--- src/rtl/core/modexp_pkg.sv ---
package modexp_pkg;

  localparam int OPERAND_WIDTH = 16;
  localparam int CNT_W = (OPERAND_WIDTH > 1) ? $clog2(OPERAND_WIDTH) : 1;
  localparam int S_TDATA_W = ((3 * OPERAND_WIDTH + 7) / 8) * 8;
  localparam int M_TDATA_W = ((OPERAND_WIDTH + 7) / 8) * 8;

  localparam logic [OPERAND_WIDTH-1:0] OPND_ZERO = '0;
  localparam logic [OPERAND_WIDTH-1:0] OPND_ONE = OPERAND_WIDTH'(1);
  localparam logic [CNT_W-1:0] CNT_LAST = CNT_W'(OPERAND_WIDTH - 1);

  localparam int SEL_W = 2;
  localparam logic [SEL_W-1:0] SEL_REDUCE = 2'd0;
  localparam logic [SEL_W-1:0] SEL_MUL_R = 2'd1;
  localparam logic [SEL_W-1:0] SEL_SQUARE = 2'd2;

  typedef struct packed {
    logic             load;
    logic             start;
    logic [SEL_W-1:0] sel;
    logic             step;
    logic             wr_r;
    logic             wr_b;
    logic             next_bit;
    logic             out_load;
  } dp_cmd_t;

  typedef struct packed {
    logic m_zero;
    logic e_lsb;
    logic mul_last;
    logic bits_done;
  } dp_stat_t;

endpackage

--- src/rtl/core/modular_exponentiation.sv ---
// per request: the base is reduced, then for each of the W exponent bits, LSB first, the result is
// multiplied by the base if the bit is set and the base is squared; a zero modulus goes straight to the result
// one request at a time; the shift-and-subtract modular multiplier works one bit per cycle
// a new request is taken once the previous one has moved into the output register
// reset is asynchronous active low and clears the controller state and output valid
module modular_exponentiation (
  input  logic                             clk_i,
  input  logic                             rst_ni,
  input  logic                             s_tvalid,
  output logic                             s_tready,
  // base, exponent, modulus
  input  logic [modexp_pkg::S_TDATA_W-1:0] s_tdata,
  output logic                             m_tvalid,
  input  logic                             m_tready,
  // power_mod
  output logic [modexp_pkg::M_TDATA_W-1:0] m_tdata,
  // bad_modulus
  output logic                             m_tuser
);

  localparam int W = modexp_pkg::OPERAND_WIDTH;

  modexp_pkg::dp_cmd_t  cmd;
  modexp_pkg::dp_stat_t stat;
  logic [W-1:0]         power_mod;

  modexp_ctrl u_ctrl (
    .clk_i    (clk_i),
    .rst_ni   (rst_ni),
    .s_tvalid (s_tvalid),
    .s_tready (s_tready),
    .m_tvalid (m_tvalid),
    .m_tready (m_tready),
    .stat_i   (stat),
    .cmd_o    (cmd)
  );

  modexp_dp u_dp (
    .clk_i         (clk_i),
    .rst_ni        (rst_ni),
    .cmd_i         (cmd),
    .stat_o        (stat),
    .base_i        (s_tdata[W-1:0]),
    .exponent_i    (s_tdata[2*W-1:W]),
    .modulus_i     (s_tdata[3*W-1:2*W]),
    .power_mod_o   (power_mod),
    .bad_modulus_o (m_tuser)
  );

  assign m_tdata = modexp_pkg::M_TDATA_W'(power_mod);

endmodule

--- src/rtl/core/modexp_dp.sv ---
module modexp_dp (
  input  logic                                 clk_i,
  input  logic                                 rst_ni,
  input  modexp_pkg::dp_cmd_t                  cmd_i,
  output modexp_pkg::dp_stat_t                 stat_o,
  input  logic [modexp_pkg::OPERAND_WIDTH-1:0] base_i,
  input  logic [modexp_pkg::OPERAND_WIDTH-1:0] exponent_i,
  input  logic [modexp_pkg::OPERAND_WIDTH-1:0] modulus_i,
  output logic [modexp_pkg::OPERAND_WIDTH-1:0] power_mod_o,
  output logic                                 bad_modulus_o
);

  localparam int W = modexp_pkg::OPERAND_WIDTH;

  logic [W-1:0] b_q, e_q, m_q, r_q;
  logic [W-1:0] acc_q, acc_d, x_q, y_q;
  logic [modexp_pkg::CNT_W-1:0] mcnt_q, bcnt_q;
  logic [W-1:0] pm_q;
  logic         bad_q;

  logic [W:0]   dbl, mw, d1, s, d2;
  logic [W-1:0] addend;

  // one double-and-add step of the interleaved modular multiply
  always_comb begin
    mw     = {1'b0, m_q};
    dbl    = {acc_q, 1'b0};
    d1     = (dbl >= mw) ? (dbl - mw) : dbl;
    addend = x_q[W-1] ? y_q : modexp_pkg::OPND_ZERO;
    s      = {1'b0, d1[W-1:0]} + {1'b0, addend};
    d2     = (s >= mw) ? (s - mw) : s;
    acc_d  = d2[W-1:0];
  end

  always_ff @(posedge clk_i or negedge rst_ni) begin
    if (!rst_ni) begin
      mcnt_q <= '0;
      bcnt_q <= '0;
    end else begin
      if (cmd_i.load) begin
        bcnt_q <= modexp_pkg::CNT_LAST;
      end else if (cmd_i.next_bit) begin
        bcnt_q <= bcnt_q - 1'b1;
      end
      if (cmd_i.start) begin
        mcnt_q <= modexp_pkg::CNT_LAST;
      end else if (cmd_i.step) begin
        mcnt_q <= mcnt_q - 1'b1;
      end
    end
  end

  always_ff @(posedge clk_i) begin
    if (cmd_i.load) begin
      b_q <= base_i;
      e_q <= exponent_i;
      m_q <= modulus_i;
      r_q <= (modulus_i == modexp_pkg::OPND_ONE) ? modexp_pkg::OPND_ZERO
                                                 : modexp_pkg::OPND_ONE;
    end else begin
      if (cmd_i.wr_r) begin
        r_q <= acc_q;
      end
      if (cmd_i.wr_b) begin
        b_q <= acc_q;
      end
      if (cmd_i.next_bit) begin
        e_q <= e_q >> 1;
      end
    end

    if (cmd_i.start) begin
      acc_q <= modexp_pkg::OPND_ZERO;
      case (cmd_i.sel)
        modexp_pkg::SEL_REDUCE: begin
          x_q <= b_q;
          y_q <= r_q;
        end
        modexp_pkg::SEL_MUL_R: begin
          x_q <= r_q;
          y_q <= b_q;
        end
        default: begin
          x_q <= b_q;
          y_q <= b_q;
        end
      endcase
    end else if (cmd_i.step) begin
      acc_q <= acc_d;
      x_q   <= x_q << 1;
    end

    if (cmd_i.out_load) begin
      pm_q  <= (m_q == modexp_pkg::OPND_ZERO) ? modexp_pkg::OPND_ZERO : r_q;
      bad_q <= (m_q == modexp_pkg::OPND_ZERO);
    end
  end

  assign stat_o.m_zero    = (m_q == modexp_pkg::OPND_ZERO);
  assign stat_o.e_lsb     = e_q[0];
  assign stat_o.mul_last  = (mcnt_q == '0);
  assign stat_o.bits_done = (bcnt_q == '0);

  assign power_mod_o   = pm_q;
  assign bad_modulus_o = bad_q;

`ifndef ASSERT_OFF
  a_start_clears: assert property (@(posedge clk_i) disable iff (!rst_ni)
    cmd_i.start |=> (acc_q == modexp_pkg::OPND_ZERO))
    else $error("accumulator not cleared at multiply start");

  a_r_reduced: assert property (@(posedge clk_i) disable iff (!rst_ni)
    (cmd_i.wr_r && !stat_o.m_zero) |=> (r_q < m_q))
    else $error("running result not reduced");

  a_b_reduced: assert property (@(posedge clk_i) disable iff (!rst_ni)
    (cmd_i.wr_b && !stat_o.m_zero) |=> (b_q < m_q))
    else $error("square not reduced");
`endif

endmodule

--- src/rtl/core/modexp_ctrl.sv ---
module modexp_ctrl (
  input  logic                 clk_i,
  input  logic                 rst_ni,
  input  logic                 s_tvalid,
  output logic                 s_tready,
  output logic                 m_tvalid,
  input  logic                 m_tready,
  input  modexp_pkg::dp_stat_t stat_i,
  output modexp_pkg::dp_cmd_t  cmd_o
);

  localparam logic [3:0] ST_IDLE   = 4'd0;
  localparam logic [3:0] ST_START  = 4'd1;
  localparam logic [3:0] ST_RSTEP  = 4'd2;
  localparam logic [3:0] ST_RWR    = 4'd3;
  localparam logic [3:0] ST_BIT    = 4'd4;
  localparam logic [3:0] ST_MSTEP  = 4'd5;
  localparam logic [3:0] ST_MWR    = 4'd6;
  localparam logic [3:0] ST_SSTEP  = 4'd7;
  localparam logic [3:0] ST_SWR    = 4'd8;
  localparam logic [3:0] ST_FIN    = 4'd9;

  logic [3:0] state_q, state_d;
  logic       ovalid_q, ovalid_d;
  logic       out_free;

  assign s_tready = (state_q == ST_IDLE);
  assign m_tvalid = ovalid_q;
  assign out_free = !ovalid_q || m_tready;

  always_comb begin
    state_d  = state_q;
    cmd_o    = '0;
    ovalid_d = ovalid_q && !m_tready;
    case (state_q)
      ST_IDLE: begin
        if (s_tvalid) begin
          cmd_o.load = 1'b1;
          state_d    = ST_START;
        end
      end
      ST_START: begin
        if (stat_i.m_zero) begin
          state_d = ST_FIN;
        end else begin
          cmd_o.start = 1'b1;
          cmd_o.sel   = modexp_pkg::SEL_REDUCE;
          state_d     = ST_RSTEP;
        end
      end
      ST_RSTEP: begin
        cmd_o.step = 1'b1;
        if (stat_i.mul_last) begin
          state_d = ST_RWR;
        end
      end
      ST_RWR: begin
        cmd_o.wr_b = 1'b1;
        state_d    = ST_BIT;
      end
      ST_BIT: begin
        cmd_o.start = 1'b1;
        if (stat_i.e_lsb) begin
          cmd_o.sel = modexp_pkg::SEL_MUL_R;
          state_d   = ST_MSTEP;
        end else begin
          cmd_o.sel = modexp_pkg::SEL_SQUARE;
          state_d   = ST_SSTEP;
        end
      end
      ST_MSTEP: begin
        cmd_o.step = 1'b1;
        if (stat_i.mul_last) begin
          state_d = ST_MWR;
        end
      end
      ST_MWR: begin
        cmd_o.wr_r  = 1'b1;
        cmd_o.start = 1'b1;
        cmd_o.sel   = modexp_pkg::SEL_SQUARE;
        state_d     = ST_SSTEP;
      end
      ST_SSTEP: begin
        cmd_o.step = 1'b1;
        if (stat_i.mul_last) begin
          state_d = ST_SWR;
        end
      end
      ST_SWR: begin
        cmd_o.wr_b     = 1'b1;
        cmd_o.next_bit = 1'b1;
        state_d        = stat_i.bits_done ? ST_FIN : ST_BIT;
      end
      ST_FIN: begin
        if (out_free) begin
          cmd_o.out_load = 1'b1;
          ovalid_d       = 1'b1;
          state_d        = ST_IDLE;
        end
      end
      default: begin
        state_d = ST_IDLE;
      end
    endcase
  end

  always_ff @(posedge clk_i or negedge rst_ni) begin
    if (!rst_ni) begin
      state_q  <= ST_IDLE;
      ovalid_q <= 1'b0;
    end else begin
      state_q  <= state_d;
      ovalid_q <= ovalid_d;
    end
  end

`ifndef ASSERT_OFF
  a_load_idle: assert property (@(posedge clk_i) disable iff (!rst_ni)
    cmd_o.load |-> (state_q == ST_IDLE))
    else $error("load outside idle");

  a_out_no_overwrite: assert property (@(posedge clk_i) disable iff (!rst_ni)
    cmd_o.out_load |-> (!ovalid_q || m_tready))
    else $error("result overwritten before taken");

  a_single_cmd: assert property (@(posedge clk_i) disable iff (!rst_ni)
    $onehot0({cmd_o.load, cmd_o.step, cmd_o.out_load}))
    else $error("conflicting datapath commands");
`endif

endmodule
--- config.mk ---
export PLATFORM = sky130hd
export DESIGN_NAME = modular_exponentiation
export DESIGN_NICKNAME = d
export VERILOG_FILES = /design/src/rtl/core/modexp_pkg.sv /design/src/rtl/core/modular_exponentiation.sv /design/src/rtl/core/modexp_dp.sv /design/src/rtl/core/modexp_ctrl.sv
export SDC_FILE = /design/constraint.sdc
export NUM_CORES = 1
export LEC_CHECK = 0
export ABC_AREA = 1
export BUFFER_PORTS_ARGS = -buffer_cell sky130_fd_sc_hd__buf_2
export CAP_MARGIN = 15
export CORE_MARGIN = 3
export CORE_UTILIZATION = 61
export CTS_CLUSTER_DIAMETER = 60
export CTS_CLUSTER_SIZE = 24
export DETAILED_ROUTE_END_ITERATION = 16
export PLACE_DENSITY = 0.81
export SLEW_MARGIN = 15
export SYNTH_ARGS = -nofsm -noshare
export SYNTH_HDL_FRONTEND = slang
export SYNTH_SLANG_ARGS = --single-unit
--- constraint.sdc ---
create_clock -name clk_i -period 5.1 [get_ports clk_i]
set_clock_uncertainty 0.2 [all_clocks]
set_input_delay 1.02 -clock clk_i [delete_from_list [all_inputs] [get_ports clk_i]]
set_output_delay 1.02 -clock clk_i [all_outputs]
set_load 0.02 [all_outputs]
* Word level (Yosys, flattened, before mapping) *
Cells that the tools add are included.
Widths: inputs -> output; s select.

storage, ports and cells
  register bits = 142
  input bits = 52
  output and inout port bits = 19
  word-level logic and storage cells = 92

operators by class
  add/subtract/negate cells = 5
  order comparisons = 2
  eq/ne operators = 16
  mux-type cells = 40
  reduce and logical (&&, ||, !) cells = 16

operators by type and width
  kind                 count
  $mux 16              13
  $mux 4               11
  $pmux 4 s10          1
  $ge 17x16->1         2
  $sub 16x16->16       2
  $add 16x16->17       1
  $eq 16x1->1 const B  1
  $eq 4x3->1 const B   4
  $logic_not 16->1     1
  $logic_not 4->1      3
  $mux 1               11
  $pmux 3 s3           1
  $eq 4x2->1 const B   2
  $eq 4x4->1 const B   2
  $ne 2x2->1 const B   4
  $reduce_bool 2->1    4
  $sub 4x1->4 const B  2
  $reduce_and 5->1     1
  $eq 4x1->1 const B   1
  $mux 2               2
  $mux 3               1
  $reduce_or 3->1      1
  $eq 2x1->1 const B   1
  $logic_not 1->1      2
  5 further kinds      5

* Longest topological paths before layout *
  depth after elaboration = 6
  mapped depth = 35
  depth with buffers taken out = 34

* Hierarchy *
A second synthesis with hierarchy kept.

unflattened totals
  cells, all modules = 1231
  area, all modules = 9364.0 µm²

by module, submodules not included
  module       times used  cells an instance  area an instance (µm²)  seq. area each (µm²)
  modexp_dp    1           1155               8912.3                  3913.8
  modexp_ctrl  1           76                 451.7                   125.1

* Least setup slack after synthesis *
No wires, ideal clock.

  kind = reg2reg
  from = register u_dp.m_q[1]
  to = register u_dp.acc_q[0]
  setup time = 0.109 ns
  arrival = 3.944 ns
  slack = 0.847 ns
  cell stages (with the launch flop) = 31
  buffers on the path = 1
  clock period less this slack = 4.253 ns
  cell sequence = edfxtp_1 inv_1 ha_1 ha_1 nand4_1 nor3_1 a211oi_2 nand2_2 buf_8 o21ai_2 inv_2 fa_1 inv_1 nand3_1 nand2_1 nand2_1 nand2_1 xor2_1 ha_1 nand2_1 nand2_1 nand2_1 nand2_1 a21oi_1 nand2_2 nand2_4 nand2_1 nand2_1 nand3_1 nand2_1 inv_1

on the way
  cells in the longest elaborated chain, start to end = 5
  elaborated cells on any way between the ends = 10
  classes of those cells = add/sub: 3; order compare: 2; mux: 4; reduce/logical: 1

ends and longest elaborated chain
  item                                                   RTL line         source
  start: declaration                                     modexp_dp.sv:15  logic [W-1:0] b_q, e_q, m_q, r_q;
  start signal: assignment                               modexp_dp.sv:57  m_q <= modulus_i;
  $ge 17x16->1 / $sub 16x16->16 (equally long branches)  modexp_dp.sv:28  d1 = (dbl >= mw) ? (dbl - mw) : dbl;
  $mux 16                                                modexp_dp.sv:28
  $add 16x16->17                                         modexp_dp.sv:30  s = {1'b0, d1[W-1:0]} + {1'b0, addend};
  $sub 16x16->16 / $ge 17x16->1 (equally long branches)  modexp_dp.sv:31  d2 = (s >= mw) ? (s - mw) : s;
  $mux 16                                                modexp_dp.sv:31
  end signal: assignment                                 modexp_dp.sv:73  acc_q <= modexp_pkg::OPND_ZERO;
  end: declaration                                       modexp_dp.sv:16  logic [W-1:0] acc_q, acc_d, x_q, y_q;

Several ways; a longest one is shown, not always the timed one.
A chain may end at the register's enable or synchronous reset.

* Worst setup path in the final report *
  from = register u_dp.m_q[14]
  to = register u_dp.acc_q[4]

The elaborated chain is that of the path after synthesis.

==> results.sh <==
export IMPL_num_rows=44
export IMPL_die_area_um2=16800
export IMPL_grt_pass1_vias=7841
export IMPL_cts_root_buf="clkbuf_16"
export IMPL_period_needed_ns=4.97
export IMPL_cp_buffers_inverters=4
export IMPL_relSlewSlack_pct=25.6
export IMPL_post_route_drc_count=0
export IMPL_grt_use_met3_pct=5.28
export IMPL_cp_max_fo=24
export IMPL_die_h_um=129
export IMPL_placedCellCount=1460
export IMPL_vias=8500
export IMPL_via_per_inst=5.66
export IMPL_fillCellCount=1086
export IMPL_critPathKind="reg2reg"
export IMPL_finalHoldViolCount=0
export IMPL_post_route_util_pct=75.0
export IMPL_die_x_um=129
export IMPL_required_ns=5.26
export IMPL_stdcell_count=1501
export IMPL_synthCells=1207
export IMPL_grt_use_met2_pct=50.8
export IMPL_maxSlewViolCount=0
export IMPL_min_period_over_period_pct=97.4
export IMPL_layout_nets=1410
export IMPL_fin_area_um2=11000
export IMPL_worst_setup_path_start_kind="register"
export IMPL_gr_usage_all_layers_pct=30.1
export IMPL_post_synth_cell_area_avg_um2=7.70
export IMPL_fp_coreArea_um2=14700
export IMPL_antenna_left=0
export IMPL_placed_cell_area_um2=9940
export IMPL_reg2reg_from="u_dp.m_q[14]"
export IMPL_grt_max_degree=57
export IMPL_cts_buffers=17
export IMPL_yosysSeqAreaShare_pct=43.5
export IMPL_critPathSlowestCell="edfxtp_1"
export IMPL_grt_overflow_total=0
export IMPL_diodes=0
export IMPL_grt_busiest_layer="met2"
export IMPL_status="completed"
export IMPL_hold_buffers=0
export IMPL_wl_um=25500
export IMPL_drtIter0Drc=1010
export IMPL_antenna_found_initial=0
export IMPL_start_util_pct=63.2
export IMPL_ys_warn_count=0
export IMPL_drive_gt1_share_pct=19.8
export IMPL_max_freq_ghz=0.201
export IMPL_clock_latency_ns=0.42
export IMPL_cpPeakStageDelay_ns=0.39
export IMPL_cts_max_level=4
export IMPL_gp_congestion=1.03
export IMPL_io_pins=71
export IMPL_cts_tree="yes"
export IMPL_maxCapViolCount=0
export IMPL_setup_viol=0
export IMPL_routedWlPerCell_um=17.0
export IMPL_grt_met1_usage_pct=39.4
export IMPL_synth_edf_count=113
export IMPL_dpl_hpwl_um=18500
export IMPL_r2r_setup_slack_ns=0.13
export IMPL_grt_pass1_wl_um=39100
export IMPL_endpoint_kind="register"
export IMPL_port_buffers=70
export IMPL_reg2reg_to="u_dp.acc_q[4]"
export IMPL_syn2layout_area_growth_pct=18.6
export IMPL_synth_fp_nets=1313
export IMPL_worst_r2r_path_depth=28
export IMPL_yosys_most_used_dff="edfxtp_1"
export IMPL_crit_family="simple AND/OR/NAND/NOR gates"
export IMPL_synthArstFlopShare_pct=9.15
export IMPL_final_common_cell="nand2_1"
export IMPL_cts_num_sinks=142
export IMPL_tightest_slew_ns=1.12
export IMPL_critPathArrivalTime_ns=5.12
export IMPL_hp_class="in2async"
export IMPL_ys_seq_elements=142
export IMPL_layout_common_cells="nand2_1, inv_1, edfxtp_1"
export IMPL_clk_pin_slew_ns=0.06
export IMPL_clockBufferDepth=2
export IMPL_drt_pass1_iter_count=5
export IMPL_synth_area_um2=9300
export IMPL_synth_distinct_cells=45
cells by family after synthesis:
kind of cell	after synthesis	synth area share, %
XOR/XNOR	23	2.17
AND/OR/NAND/NOR	622	27.9
AO/OA/AOI/OAI	141	9.10
adder cells (fa/ha/maj)	54	7.51
flip-flops	142	43.5
buffers and inverters	225	9.92
per-stage QoR:
step,hold WS (ns),worst slack (ns),TNS [ns]
floorplan,0.258,0.847,0
global placement,0.278,0.121,0
detailed placement,0.287,0.0537,0
CTS,0.283,0.00996,0
global route,0.288,-0.101,-0.291
finish,0.284,0.135,0
state kept, by name, indices dropped and copies added (netlist names):
signal and count:
u_ctrl.m_tvalid 1, u_dp.acc_q 16, u_dp.m_q 16, u_dp.mcnt_q 4, u_dp.power_mod_o 16, u_dp.x_q 16
u_dp.b_q 16, u_dp.e_q 16, u_dp.bad_modulus_o 1, u_dp.y_q 16, u_dp.r_q 16, u_dp.bcnt_q 4
u_ctrl.state_q 4
synth_stat cells, types with 5 or more instances:
cell      count  share of area, %
nand2_1     400                16
inv_1       183               7.4
edfxtp_1    113                37
nor2_1       93               3.8
nand3_1      77               4.1
ha_1         51               6.9
a21oi_1      47               2.5
o21ai_0      40               2.2
a31oi_1      17               1.1
dfxtp_1      16               3.4
buf_2        14              0.75
a21oi_2      13               1.2
dfrtp_1      13               3.5
nand4_1      13              0.87
xor2_1       13               1.2
inv_2        11              0.44
xnor2_1      10              0.94
nor3_1        9              0.48
clkbuf_1      8              0.32
nand2_2       7              0.47
a21boi_0      5              0.40
worst max-delay path by stage:
stage / end / cells past startpoint / slack, ns / start
after CTS: u_dp.acc_q[2] / 32 / 0.01 / u_dp.m_q[2]
final: u_dp.acc_q[4] / 28 / 0.13 / u_dp.m_q[14]
after global routing: u_dp.acc_q[4] / 32 / -0.10 / u_dp.m_q[4]
after detailed placement: u_dp.acc_q[3] / 28 / 0.05 / u_dp.m_q[1]
after global placement: u_dp.acc_q[3] / 28 / 0.12 / u_dp.m_q[1]
after floorplan: u_dp.acc_q[0] / 30 / 0.85 / u_dp.m_q[1]
final cells by class:
class / instances / area, um2 / share of cell area (%)
Inverter: 195 / 732 / 6.64
Sequential cell: 142 / 4040 / 36.7
Clock buffer: 17 / 425 / 3.86
Clock inverter: 15 / 188 / 1.70
Tap cell: 184 / 230 / 2.09
Timing Repair Buffer: 108 / 682 / 6.19
Multi-Input combinational cell: 840 / 4720 / 42.8
repair_timing:
item | in CTS | in global routing
gates cloned | 0 | 1
setup endpoints to repair | 1 | 16
resized for setup | 4 | 81
buffers inserted | 0 | 8
pin swaps | 0 | 11
layer usage:
| layer | wire, um | part of all wire, % | up-vias |
|---|---|---|---|
| met2 | 12300 | 48 | 426 |
| met4 | 881 | 3.5 | 0 |
| met5 | 0 | 0 | - |
| li1 | - | - | 4098 |
| met1 | 10200 | 40 | 3910 |
| met3 | 2140 | 8.4 | 66 |
Power is not shown: default switching activity piles up to over one toggle a cycle in this logic, so the estimate is an artifact.
